**src/hdl/spss_pkg.sv**
```systemverilog
`default_nettype none
package spss_pkg;

  localparam int IDX_W = 5;
  localparam int VAL_W = 32;
  localparam int WGT_W = 16;
  localparam int CNT_W = 6;
  localparam logic [CNT_W-1:0] NODE_COUNT_RST = 6'd32;

  localparam logic [1:0] REQ_SET  = 2'd0;
  localparam logic [1:0] REQ_EDGE = 2'd1;
  localparam logic [1:0] REQ_FIND = 2'd2;

  typedef struct packed {
    logic load;
    logic init;
    logic sc_rd;
    logic sc_cmp;
    logic settle;
    logic ed_rd;
    logic ed_hd;
    logic ed_next;
    logic ed_upd;
    logic tr_rd;
    logic tr_ld;
  } cmd_t;

  typedef struct packed {
    logic query_go;
    logic found;
    logic no_edges;
    logic sc_last;
    logic ed_rel;
    logic ed_last;
    logic tr_last;
    logic out_free;
  } sts_t;

endpackage
`default_nettype wire

```
**src/hdl/spss_ctrl.sv**
```systemverilog
`default_nettype none
module spss_ctrl (
  input  wire logic          clk,
  input  wire logic          rst_n,
  input  wire logic          in_valid,
  output logic               in_ready,
  input  spss_pkg::sts_t     sts,
  output spss_pkg::cmd_t     cmd
);
  import spss_pkg::*;

  typedef enum logic [9:0] {
    ST_IDLE   = 10'b0000000001,
    ST_INIT   = 10'b0000000010,
    ST_SC_RD  = 10'b0000000100,
    ST_SC_CMP = 10'b0000001000,
    ST_SETTLE = 10'b0000010000,
    ST_ED_RD  = 10'b0000100000,
    ST_ED_HD  = 10'b0001000000,
    ST_ED_UPD = 10'b0010000000,
    ST_TR_RD  = 10'b0100000000,
    ST_TR_LD  = 10'b1000000000
  } state_t;

  state_t state_r, state_nxt;

  always_ff @(posedge clk) begin
    if (!rst_n) begin
      state_r <= ST_IDLE;
    end else begin
      state_r <= state_nxt;
    end
  end

  always_comb begin
    state_nxt = state_r;
    cmd       = '0;
    in_ready  = 1'b0;
    case (state_r)
      ST_IDLE: begin
        in_ready = rst_n;
        if (in_valid && rst_n) begin
          cmd.load = 1'b1;
          if (sts.query_go) state_nxt = ST_INIT;
        end
      end
      ST_INIT: begin
        cmd.init  = 1'b1;
        state_nxt = ST_SC_RD;
      end
      ST_SC_RD: begin
        cmd.sc_rd = 1'b1;
        state_nxt = ST_SC_CMP;
      end
      ST_SC_CMP: begin
        cmd.sc_cmp = 1'b1;
        state_nxt  = sts.sc_last ? ST_SETTLE : ST_SC_RD;
      end
      ST_SETTLE: begin
        cmd.settle = 1'b1;
        if (!sts.found) state_nxt = ST_TR_RD;
        else if (sts.no_edges) state_nxt = ST_SC_RD;
        else state_nxt = ST_ED_RD;
      end
      ST_ED_RD: begin
        cmd.ed_rd = 1'b1;
        state_nxt = ST_ED_HD;
      end
      ST_ED_HD: begin
        cmd.ed_hd = 1'b1;
        if (sts.ed_rel) begin
          state_nxt = ST_ED_UPD;
        end else begin
          cmd.ed_next = 1'b1;
          state_nxt   = sts.ed_last ? ST_SC_RD : ST_ED_RD;
        end
      end
      ST_ED_UPD: begin
        cmd.ed_upd  = 1'b1;
        cmd.ed_next = 1'b1;
        state_nxt   = sts.ed_last ? ST_SC_RD : ST_ED_RD;
      end
      ST_TR_RD: begin
        cmd.tr_rd = 1'b1;
        state_nxt = ST_TR_LD;
      end
      ST_TR_LD: begin
        if (sts.out_free) begin
          cmd.tr_ld = 1'b1;
          state_nxt = sts.tr_last ? ST_IDLE : ST_TR_RD;
        end
      end
      default: begin
        state_nxt = ST_IDLE;
      end
    endcase
  end

endmodule
`default_nettype wire

```
**config.mk**
```make
export PLATFORM = sky130hd
export DESIGN_NAME = spss_ctrl
export DESIGN_NICKNAME = d
export VERILOG_FILES = /design/src/hdl/spss_pkg.sv /design/src/hdl/spss_ctrl.sv
export SDC_FILE = /design/constraint.sdc
export NUM_CORES = 1
export LEC_CHECK = 0
export BUFFER_PORTS_ARGS = -buffer_cell sky130_fd_sc_hd__buf_2
export CAP_MARGIN = 20
export CORE_MARGIN = 1.5
export CORE_UTILIZATION = 35
export DETAILED_ROUTE_END_ITERATION = 8
export PLACE_DENSITY = 0.6
export SYNTH_ARGS = -nofsm -noshare
export SYNTH_HDL_FRONTEND = slang
export SYNTH_SLANG_ARGS = --single-unit
```
**constraint.sdc**
```tcl
create_clock -name clk -period 1.7 [get_ports clk]
set_input_delay 0.17 -clock clk [delete_from_list [all_inputs] [get_ports clk]]
set_output_delay 0.17 -clock clk [all_outputs]
set_load 0.05 [all_outputs]
```
==> results of run 1 <==
[where the power goes]
group	internal (mW)	total (mW)	switching, mW
sequential	0.247	0.282	0.0348
combinational	0.199	0.416	0.216
clock	0.0818	0.169	0.0868
[Yosys cell counts (all sizes together), types with 3 or more instances]
master | number | area, um^2
nand2b | 3 | 18.77
dfxtp | 10 | 200.2
nor3b | 3 | 37.54
nand2 | 5 | 21.27
nor3 | 4 | 20.02
and4b | 3 | 30.03
and3 | 4 | 25.02
and2 | 6 | 37.54
o21ai | 4 | 20.01
nor4 | 5 | 67.56
inv | 4 | 15.01
xor2 | 3 | 26.28
nor2 | 8 | 32.54
[cell families after synthesis]
| family | count (synthesis) | share of synthesized area, % |
|---|---|---|
| AND/OR/NAND/NOR | 49 | 48.29 |
| AO/OA/AOI/OAI | 17 | 16.78 |
| flip-flops | 10 | 27.40 |
| buffers and inverters | 7 | 3.937 |
| XOR/XNOR | 3 | 3.597 |
[area by class of cell]
class / instances / area share [%]
Sequential cell: 10 / 16.95
Clock buffer: 3 / 1.805
Timing Repair Buffer: 43 / 28.39
Inverter: 4 / 1.204
Tap cell: 27 / 2.708
Multi-Input combinational cell: 69 / 48.95
[stage by stage]
stage | utilization, % | hold slack, ps | cell area [um^2] | total power [mW]
floorplan | - | 287.0 | 757.0 | 0.4734
global placement | 49.81 | 413.7 | 977.2 | 0.5650
detailed placement | 49.81 | 418.5 | 977.2 | 0.5726
CTS | 56.70 | 148.6 | 1112 | 0.7974
global route | 63.58 | 150.5 | 1247 | 0.9129
finish | 63.58 | 148.5 | 1247 | 0.8661
[critical path: cells and delay by family, from the launching register on]
family	cells	cell delay, ps
flip-flops	1	340
buffers and inverters	3	530
AND/OR/NAND/NOR	3	540
[final timing paths]
check	start	to	slack (ps)
worst min register to register	state_r[3]$_SDFFE_PN0P_	state_r[9]$_SDFFE_PN0P_	630
worst max-delay path	state_r[6]$_SDFFE_PN0P_	cmd[0]	-140
worst max register to register	state_r[6]$_SDFFE_PN0P_	state_r[8]$_SDFFE_PN0P_	-10
worst min-delay path	sts[3]	state_r[7]$_SDFFE_PN0P_	150
[timing repair]
action,in CTS,in global routing
pin swaps,6,11
buffers inserted,4,5
resized for setup,25,25
endpoints found under the setup margin,12,17
endpoints found under the hold margin,0,0
gates cloned,0,0
[layer usage]
metal / vias to the layer above / share of wire (%) / wire [um] / track usage (%)
met5: - / 0 / 0 / 0
met2: 26 / 50 / 1086 / 30.14
met1: 388 / 44 / 956 / 22.71
met3: 6 / 5.6 / 122 / 5.247
li1: 409 / - / - / -
met4: 0 / 1.2 / 26 / 9.048
==> results.toml, run 1 <==
[global_routing]
number_of_global_route_vias_before_repair = 798
grt_first_pass_wirelength_mm = 3.443
grt_antenna_before_repair = 0
grt.total_usage_pct = 18.66
grt_start_max_net_pins = 11
global_route.overflow_total = 0

[layout]
layout_commonest_cell = "sky130_fd_sc_hd__buf_4"
ff_latch_area_um2 = 211.5
layout_common_cells = "sky130_fd_sc_hd__buf_4 (21), sky130_fd_sc_hd__buf_2 (10), sky130_fd_sc_hd__buf_6 (9)"
largest-register = "state_r"
final_layout_size_suffix_gt1_share_pct = 57.36
layoutNonFillerInstCount = 156
largestRegisters = "state_r: 10 flops"
flip_flop_count_of_the_largest_register_all_copies_and_words_added = 10
syn2layout_area_growth_pct = 70.72
multi_input_comb_area_um2 = 610.6
layout.filler_cells = 175
num-nets-final = 142
antenna_cells_inserted = 0

[yosys]
netlist_area_um2 = 730.7
yosysUniqueCellTypes = 36
syn-mean-instance-area_um2 = 8.497
yosys_register_bits = 10
asyncSetResetFlopFracSynth_pct = 0
synthFlopType = "sky130_fd_sc_hd__dfxtp_1"
syn_warnings = 0
yosysSeqAreaShare_pct = 27.40
synth_edf_count = 0
synth_fp_nets = 97
synthesized_instance_count = 86

[sta]
finClkSkew_ps = 0.8430
final.period_utilization_pct = 108.2
worst_slew_pin_slew_ps = 352.6
report.final.slew_viol_count = 0
final_hold_viol_count = 0
setup-violations-final = 9
layout_setup_ws_ps = -140.2
minimum_clock_period_ps = 1840
finalSetupTns_ps = -679.5
rsz0062_at_grt = "true"
timing.fmax_ghz = 0.5434
maxSlewHeadroom_pct = 76.30

[setup_path]
critical_path.most_common_cell = "sky130_fd_sc_hd__buf_4"
critical_path.slowest_cell = "sky130_fd_sc_hd__dfxtp_2"
critical_path.max_fanout = 4
worst_ep_required_ps = 1530
critPathArrivalTime_ps = 1670
critical_path.max_stage_delay_ps = 340
setup.worst_path.start_class = "register"
criticalPathCategory = "reg -> out"
crit_chain = "buf_4, nor4_4, buf_4, nand2_4, nor3_4, buf_6"
crit_path_end_kind = "output port"
rr_worst_depth = 8

[cts]
clk_pin_slew_ps = 70
hold_buffers = 0
root_buffer_selected_by_cts = "sky130_fd_sc_hd__clkbuf_4"
clock_path_buffers = 2
cts_made_buffers = 3
cts_sinks = 10
cts_max_level = 1
clk_latency_ps = 260
cts_tree = "yes"

[floorplanning]
placeableCoreArea_um2 = 1962
die_h_um = 48.69
initial_utilization_pct = 37.24
die-width_um = 48.69
pin_count = 23
die_footprint_um2 = 2371
std_cell_rows = 16

[route]
finalWirelength_mm = 2.192
first_iter_violations = 17
drt_pre_antenna_iters = 5
ant_nets = 0
detail_route.drc_violations = 0
via_per_inst = 5.314
num_vias = 829
route.detailed.wl_per_inst_um = 14.05

[placement]
io_buffer_count = 22
post_place_cells = 144
detailed_place_hpwl_mm = 1.506
preCtsSetupSlack_ps = 8.019
place_congestion = 0.8711

[job]
max_cap_violations = 0

[hold_path]
min-delay-path-class = "in -> reg"
min_delay_path_depth = 2

[power_and_ir_drop]
ir_drop_uv = 518.2
power.leakage_nw = 0.5217
pwr_density_cell_nw_per_um2 = 694.3

[status]
violations_in_the_final_reports = "setup timing"
outcome = "finished, violations left"
(Power assumes the default switching activity.)
==> run 2: changes to the inputs <==
SLEW_MARGIN = 10   (was not set)
clock period = 2.35 ns   (was 1.7 ns; I/O delays follow)
==> run 2 against run 1 <==
The run now ends clean. Worst hold slack improved by 58 ps. Highest routed layer is now met3. Wire length fell by 22%. Clock skew rose by 0.96 ps. Critical path depth fell by 1. Sequential share of layout area rose by 5.5 points. Count of clock-buffer cells in the layout did not move. Via count fell by 12%. Sequential power fell by 27%. Global-route usage fell by 3.0 points. Flip-flop and latch count did not move.
==> results.toml, run 2 (same netlist as run 1, synthesis figures left out) <==
[sta]
final_hold_viol_count = 0
layout_setup_ws_ps = 196.9
report.final.slew_viol_count = 0
final.period_utilization_pct = 91.62
timing.fmax_ghz = 0.4644
finClkSkew_ps = 1.806
maxSlewHeadroom_pct = 68.18
minimum_clock_period_ps = 2153
worst_slew_pin_slew_ps = 472.9
finalSetupTns_ps = 0
rsz0062_at_grt = "false"
setup-violations-final = 0

[route]
ant_nets = 0
detail_route.drc_violations = 0
num_vias = 726
drt_pre_antenna_iters = 5
finalWirelength_mm = 1.720
first_iter_violations = 19
via_per_inst = 5.338
route.detailed.wl_per_inst_um = 12.65

[cts]
root_buffer_selected_by_cts = "sky130_fd_sc_hd__clkbuf_4"
postCtsSetupBuffers = 0
cts_made_buffers = 3
clk_pin_slew_ps = 60
cts_max_level = 1
cts_tree = "yes"
cts_sinks = 10
clk_latency_ps = 260
clock_path_buffers = 2
cts.repair.resized = 0
hold_buffers = 0

[job]
max_cap_violations = 0

[layout]
layout_commonest_cell = "sky130_fd_sc_hd__buf_2"
antenna_cells_inserted = 0
largestRegisters = "state_r: 10 flops"
syn2layout_area_growth_pct = 21.92
largest-register = "state_r"
num-nets-final = 122
final_layout_size_suffix_gt1_share_pct = 32.11
layoutNonFillerInstCount = 136
layout_common_cells = "sky130_fd_sc_hd__buf_2 (22), sky130_fd_sc_hd__dfxtp_1 (10), sky130_fd_sc_hd__nor2_1 (7)"
flip_flop_count_of_the_largest_register_all_copies_and_words_added = 10

[placement]
io_buffer_count = 22
preCtsSetupSlack_ps = 496.8
place_congestion = 0.8687
detailed_place_hpwl_mm = 1.328
post_place_cells = 133

[floorplanning]
pin_count = 23
initial_utilization_pct = 37.24
placeableCoreArea_um2 = 1962
die_h_um = 48.69
die-width_um = 48.69
die_footprint_um2 = 2371
std_cell_rows = 16

[power_and_ir_drop]
power_uw = 494.5
ir_drop_uv = 322.3
pwr_density_cell_nw_per_um2 = 555.1
power.leakage_nw = 0.3943

[global_routing]
grt_antenna_before_repair = 0
grt_first_pass_wirelength_mm = 2.904
global_route.overflow_total = 0
number_of_global_route_vias_before_repair = 651
grt.total_usage_pct = 15.66
grt_start_max_net_pins = 11

[setup_path]
critPathArrivalTime_ps = 1920
worst_path_dominant_cell_family = "simple AND/OR/NAND/NOR gates"
setup.worst_path.start_class = "register"
worst-path-buf-inv = 1
crit_chain = "nor4_2, nor3b_2, nand2_2, nor3b_2, buf_2"
worst_ep_required_ps = 2120
crit_path_end_kind = "output port"
criticalPathCategory = "reg -> out"
critical_path.max_stage_delay_ps = 400
critical_path.slowest_cell = "sky130_fd_sc_hd__dfxtp_1"
critical_path.most_common_cell = "sky130_fd_sc_hd__nor3b_2"
critical_path.max_fanout = 7

[status]
outcome = "finished clean"

[hold_path]
min-delay-path-class = "in -> reg"
==> run 2: changes by cell type in the layout (fill, tap and decap cells not counted), sizes merged <==
cell / before / now
buf: 43 / 23
==> run 2: cell type report <==
type | instances | area (um^2)
clock buffer | 3 | 22.52
fill | 223 | 1071
inverter | 4 | 15.01
multi-input combinational | 69 | 501.7
sequential | 10 | 200.2
tap | 27 | 33.78
timing repair buffer | 23 | 117.6
==> run 2: power breakdown <==
part	internal, mW	switching (mW)
Sequential	0.180	0.0249
Clock	0.0592	0.0581
Combinational	0.0661	0.106
Total	0.305	0.189
==> run 2: final timing paths <==
kind	start	endpoint	slack, ps	depth (start not counted)
setup / recovery	state_r[6]$_SDFFE_PN0P_	cmd[7]	200	5
hold / removal	sts[3]	state_r[7]$_SDFFE_PN0P_	210	2
setup reg to reg	state_r[4]$_SDFFE_PN0P_	state_r[0]$_SDFFE_PN1P_	720	5
hold reg to reg	state_r[0]$_SDFFE_PN1P_	state_r[1]$_SDFFE_PN0P_	650	2
==> run 2: per-stage QoR <==
stage | hold WS, ps | utilization (%) | cell area [um^2]
after floorplan | 352.0 | - | 730.7
after global placement | 477.1 | 44.26 | 868.3
after detailed placement | 480.3 | 44.26 | 868.3
after CTS | 205.5 | 45.41 | 890.9
after global routing | 219.6 | 45.41 | 890.9
final | 206.8 | 45.41 | 890.9
==> run 2: layer usage <==
metal / up-vias / GRT usage (%) / routed length (um)
met4: 0 / 1.429 / 0
li1: 373 / - / -
met5: - / 0 / 0
met1: 330 / 20.95 / 866
met3: 0 / 6.790 / 105
met2: 23 / 24.20 / 749
==> run 3: changes to the inputs <==
ABC_AREA = 1   (was not set)
CORE_UTILIZATION = 45   (was 35)
MAX_ROUTING_LAYER = met4   (was not set)
PLACE_DENSITY = 0.73   (was 0.6)
==> run 3 against run 2 <==
Global-route usage increased by 2.7 points. Flip-flop and latch count unchanged. Wire length decreased by 9.7%. Cell count increased by 9.6%. Highest routed layer is now met4. Total power increased by 16%. Utilization increased by 14 points. Worst hold slack got worse by 77 ps. Setup slack improved by 360 ps. Largest cell class unchanged.
==> results.toml, run 3 <==
[sta]
finalSetupTns_ps = 0
setup-violations-final = 0
minimum_clock_period_ps = 1789
timing.fmax_ghz = 0.5588
final_hold_viol_count = 0
maxSlewHeadroom_pct = 73.55
final.period_utilization_pct = 76.15
holdWs_ps = 130.2
report.final.slew_viol_count = 0
rsz0062_at_grt = "false"
worst_slew_pin_slew_ps = 396.2
finClkSkew_ps = 5.886

[route]
drt_pre_antenna_iters = 6
num_vias = 690
finalWirelength_mm = 1.554
route.detailed.wl_per_inst_um = 10.43
ant_nets = 0
via_per_inst = 4.631
first_iter_violations = 15
detail_route.drc_violations = 0

[power_and_ir_drop]
pwr_density_cell_nw_per_um2 = 614.4
power_uw = 571.9
ir_drop_uv = 508.8
power.leakage_nw = 0.5052

[layout]
multi_input_comb_area_um2 = 481.7
syn2layout_area_growth_pct = 21.17
final_area_um2 = 930.9
ff_latch_area_um2 = 200.2
utilization_pct = 59.71
flip_flop_count_of_the_largest_register_all_copies_and_words_added = 10
layout_commonest_cell = "sky130_fd_sc_hd__buf_2"
num-nets-final = 145
layout_common_cells = "sky130_fd_sc_hd__buf_2 (22), sky130_fd_sc_hd__inv_1 (19), sky130_fd_sc_hd__nor2_1 (17), sky130_fd_sc_hd__nand2_1 (17), sky130_fd_sc_hd__dfxtp_1 (10)"
antenna_cells_inserted = 0
largest-register = "state_r"
layout.filler_cells = 156
largestRegisters = "state_r: 10 flops"
final_layout_size_suffix_gt1_share_pct = 43.61

[cts]
clk_latency_ps = 280
clock_path_buffers = 2
cts_sinks = 10
cts_made_buffers = 3
clk_pin_slew_ps = 70
root_buffer_selected_by_cts = "sky130_fd_sc_hd__clkbuf_4"
cts_max_level = 1
cts_tree = "yes"
cts.repair.resized = 0
postCtsSetupBuffers = 0
hold_buffers = 0

[floorplanning]
std_cell_rows = 14
die_h_um = 44.32
placeableCoreArea_um2 = 1559
die-width_um = 44.32
pin_count = 23
initial_utilization_pct = 49.28
die_footprint_um2 = 1964

[yosys]
netlist_area_um2 = 768.2
synthDominantCellAreaShare_pct = 26.06
synth_edf_count = 0
yosysSeqAreaShare_pct = 26.06
syn_warnings = 0
synthFlopType = "sky130_fd_sc_hd__dfxtp_1"
combinational_family_with_the_most_area_after_synthesis = "simple AND/OR/NAND/NOR gates"
synthMostInstantiatedCell = "sky130_fd_sc_hd__inv_1"
synthesized_instance_count = 108
asyncSetResetFlopFracSynth_pct = 0
yosysUniqueCellTypes = 23
yosys_register_bits = 10
fraction_of_synthesized_area_in_multiplexers_pct = 0
yosys.area_share.adder_pct = 0
yosys-top-cells-count = "sky130_fd_sc_hd__inv_1 (19), sky130_fd_sc_hd__nand2_1 (17), sky130_fd_sc_hd__nor2_1 (17), sky130_fd_sc_hd__dfxtp_1 (10)"
yosys.area.top_type = "sky130_fd_sc_hd__dfxtp_1"
compound_gate_fraction_of_synth_area_pct = 9.121
synth_top_cells_by_area = "sky130_fd_sc_hd__dfxtp_1 (26%), sky130_fd_sc_hd__inv_1 (9.3%), sky130_fd_sc_hd__nand2_1 (8.3%)"
syn-mean-instance-area_um2 = 7.113
post_synth_xor_area_fraction_pct = 0
post_synth_and_or_nand_nor_area_fraction_pct = 53.58
synth_fp_nets = 119

[setup_path]
crit_path_end_kind = "output port"
critPathLaunch = "state_r[6]$_SDFFE_PN0P_"
critical_path.max_fanout = 5
rr_worst_depth = 10
criticalPathCategory = "reg -> out"
critPathArrivalTime_ps = 1550
critical_path.reg2reg.startpoint = "state_r[6]$_SDFFE_PN0P_"
setup.worst_path.start_class = "register"
worst_ep_required_ps = 2120

[placement]
detailed_place_hpwl_mm = 1.293
io_buffer_count = 22
place_congestion = 0.8197
post_dp_cell_area_um2 = 894.6

[hold_path]
beginning_of_the_worst_hold_path = "rst_n"
min_delay_path_depth = 2
min-delay-path-class = "in -> reg"

[global_routing]
top_usage_layer = "met2"
use_met1_pct = 21.20
grt_start_max_net_pins = 13
grt_antenna_before_repair = 0
grt_first_pass_wirelength_mm = 2.504
grt.total_usage_pct = 18.33
number_of_global_route_vias_before_repair = 613
global_routing_usage_on_met2_pct = 30.88
global_route.overflow_total = 0
grtUsageMet3_pct = 2.449

[status]
outcome = "finished clean"

[job]
max_cap_violations = 0
## run 3: changes by cell type after synthesis, sizes merged, moves of 3 or more
| cell | change |
|---|---|
| and4b | -3 |
| and3 | -4 |
| a21oi | +3 |
| o21ai | -3 |
| and2 | -6 |
| inv | +18 |
| nor2 | +21 |
| nand2 | +22 |
| nand3 | +5 |
| nor4 | -5 |
| xor2 | -3 |
| nand2b | -3 |
## run 3: cells by family after synthesis
kind of cell	Yosys count
AND/OR/NAND/NOR	67
buffers and inverters	23
flip-flops	10
AO/OA/AOI/OAI	8
## run 3: final timing paths
kind,end,slack (ps)
min,state_r[0]$_SDFFE_PN1P_,130
max reg2reg,state_r[0]$_SDFFE_PN1P_,1010
min reg2reg,state_r[3]$_SDFFE_PN0P_,650
max,cmd[10],560
## run 3: routing by layer
| layer | wire length, um | up-vias |
|---|---|---|
| met5 | 0 | - |
| met4 | 34 | 0 |
| met3 | 52 | 2 |
| met2 | 791 | 16 |
| met1 | 676 | 297 |
| li1 | - | 375 |
## run 3: area by class of cell
cell class	count	share of cell area [%]
Clock buffer	4	3.898
Tap cell	16	2.151
Inverter	22	8.871
Multi-Input combinational cell	75	51.75
Timing Repair Buffer	22	11.83
Sequential cell	10	21.51
## run 3: report_power, final
group / internal (mW) / switching [mW] / total (mW)
sequential: 0.180 / 0.0115 / 0.192
clock: 0.0944 / 0.0680 / 0.162
combinational: 0.0735 / 0.144 / 0.218
total: 0.348 / 0.224 / 0.572
## run 3: per-stage QoR
step                worst slack, ps  instances
floorplan                     197.1        108
global route                  471.6        149
detailed placement            860.1        145
global placement              889.4        145
finish                        560.5        149
CTS                           549.3        149
## run 3: worst max-delay path, cell delays in order, from the launching register on
cell and delay [ps]:
sky130_fd_sc_hd__dfxtp_1 320, sky130_fd_sc_hd__nor2_2 190, sky130_fd_sc_hd__nand2_4 110, sky130_fd_sc_hd__nor2_2 110, sky130_fd_sc_hd__nand2_2 90, sky130_fd_sc_hd__nor3b_1 170, sky130_fd_sc_hd__buf_2 290
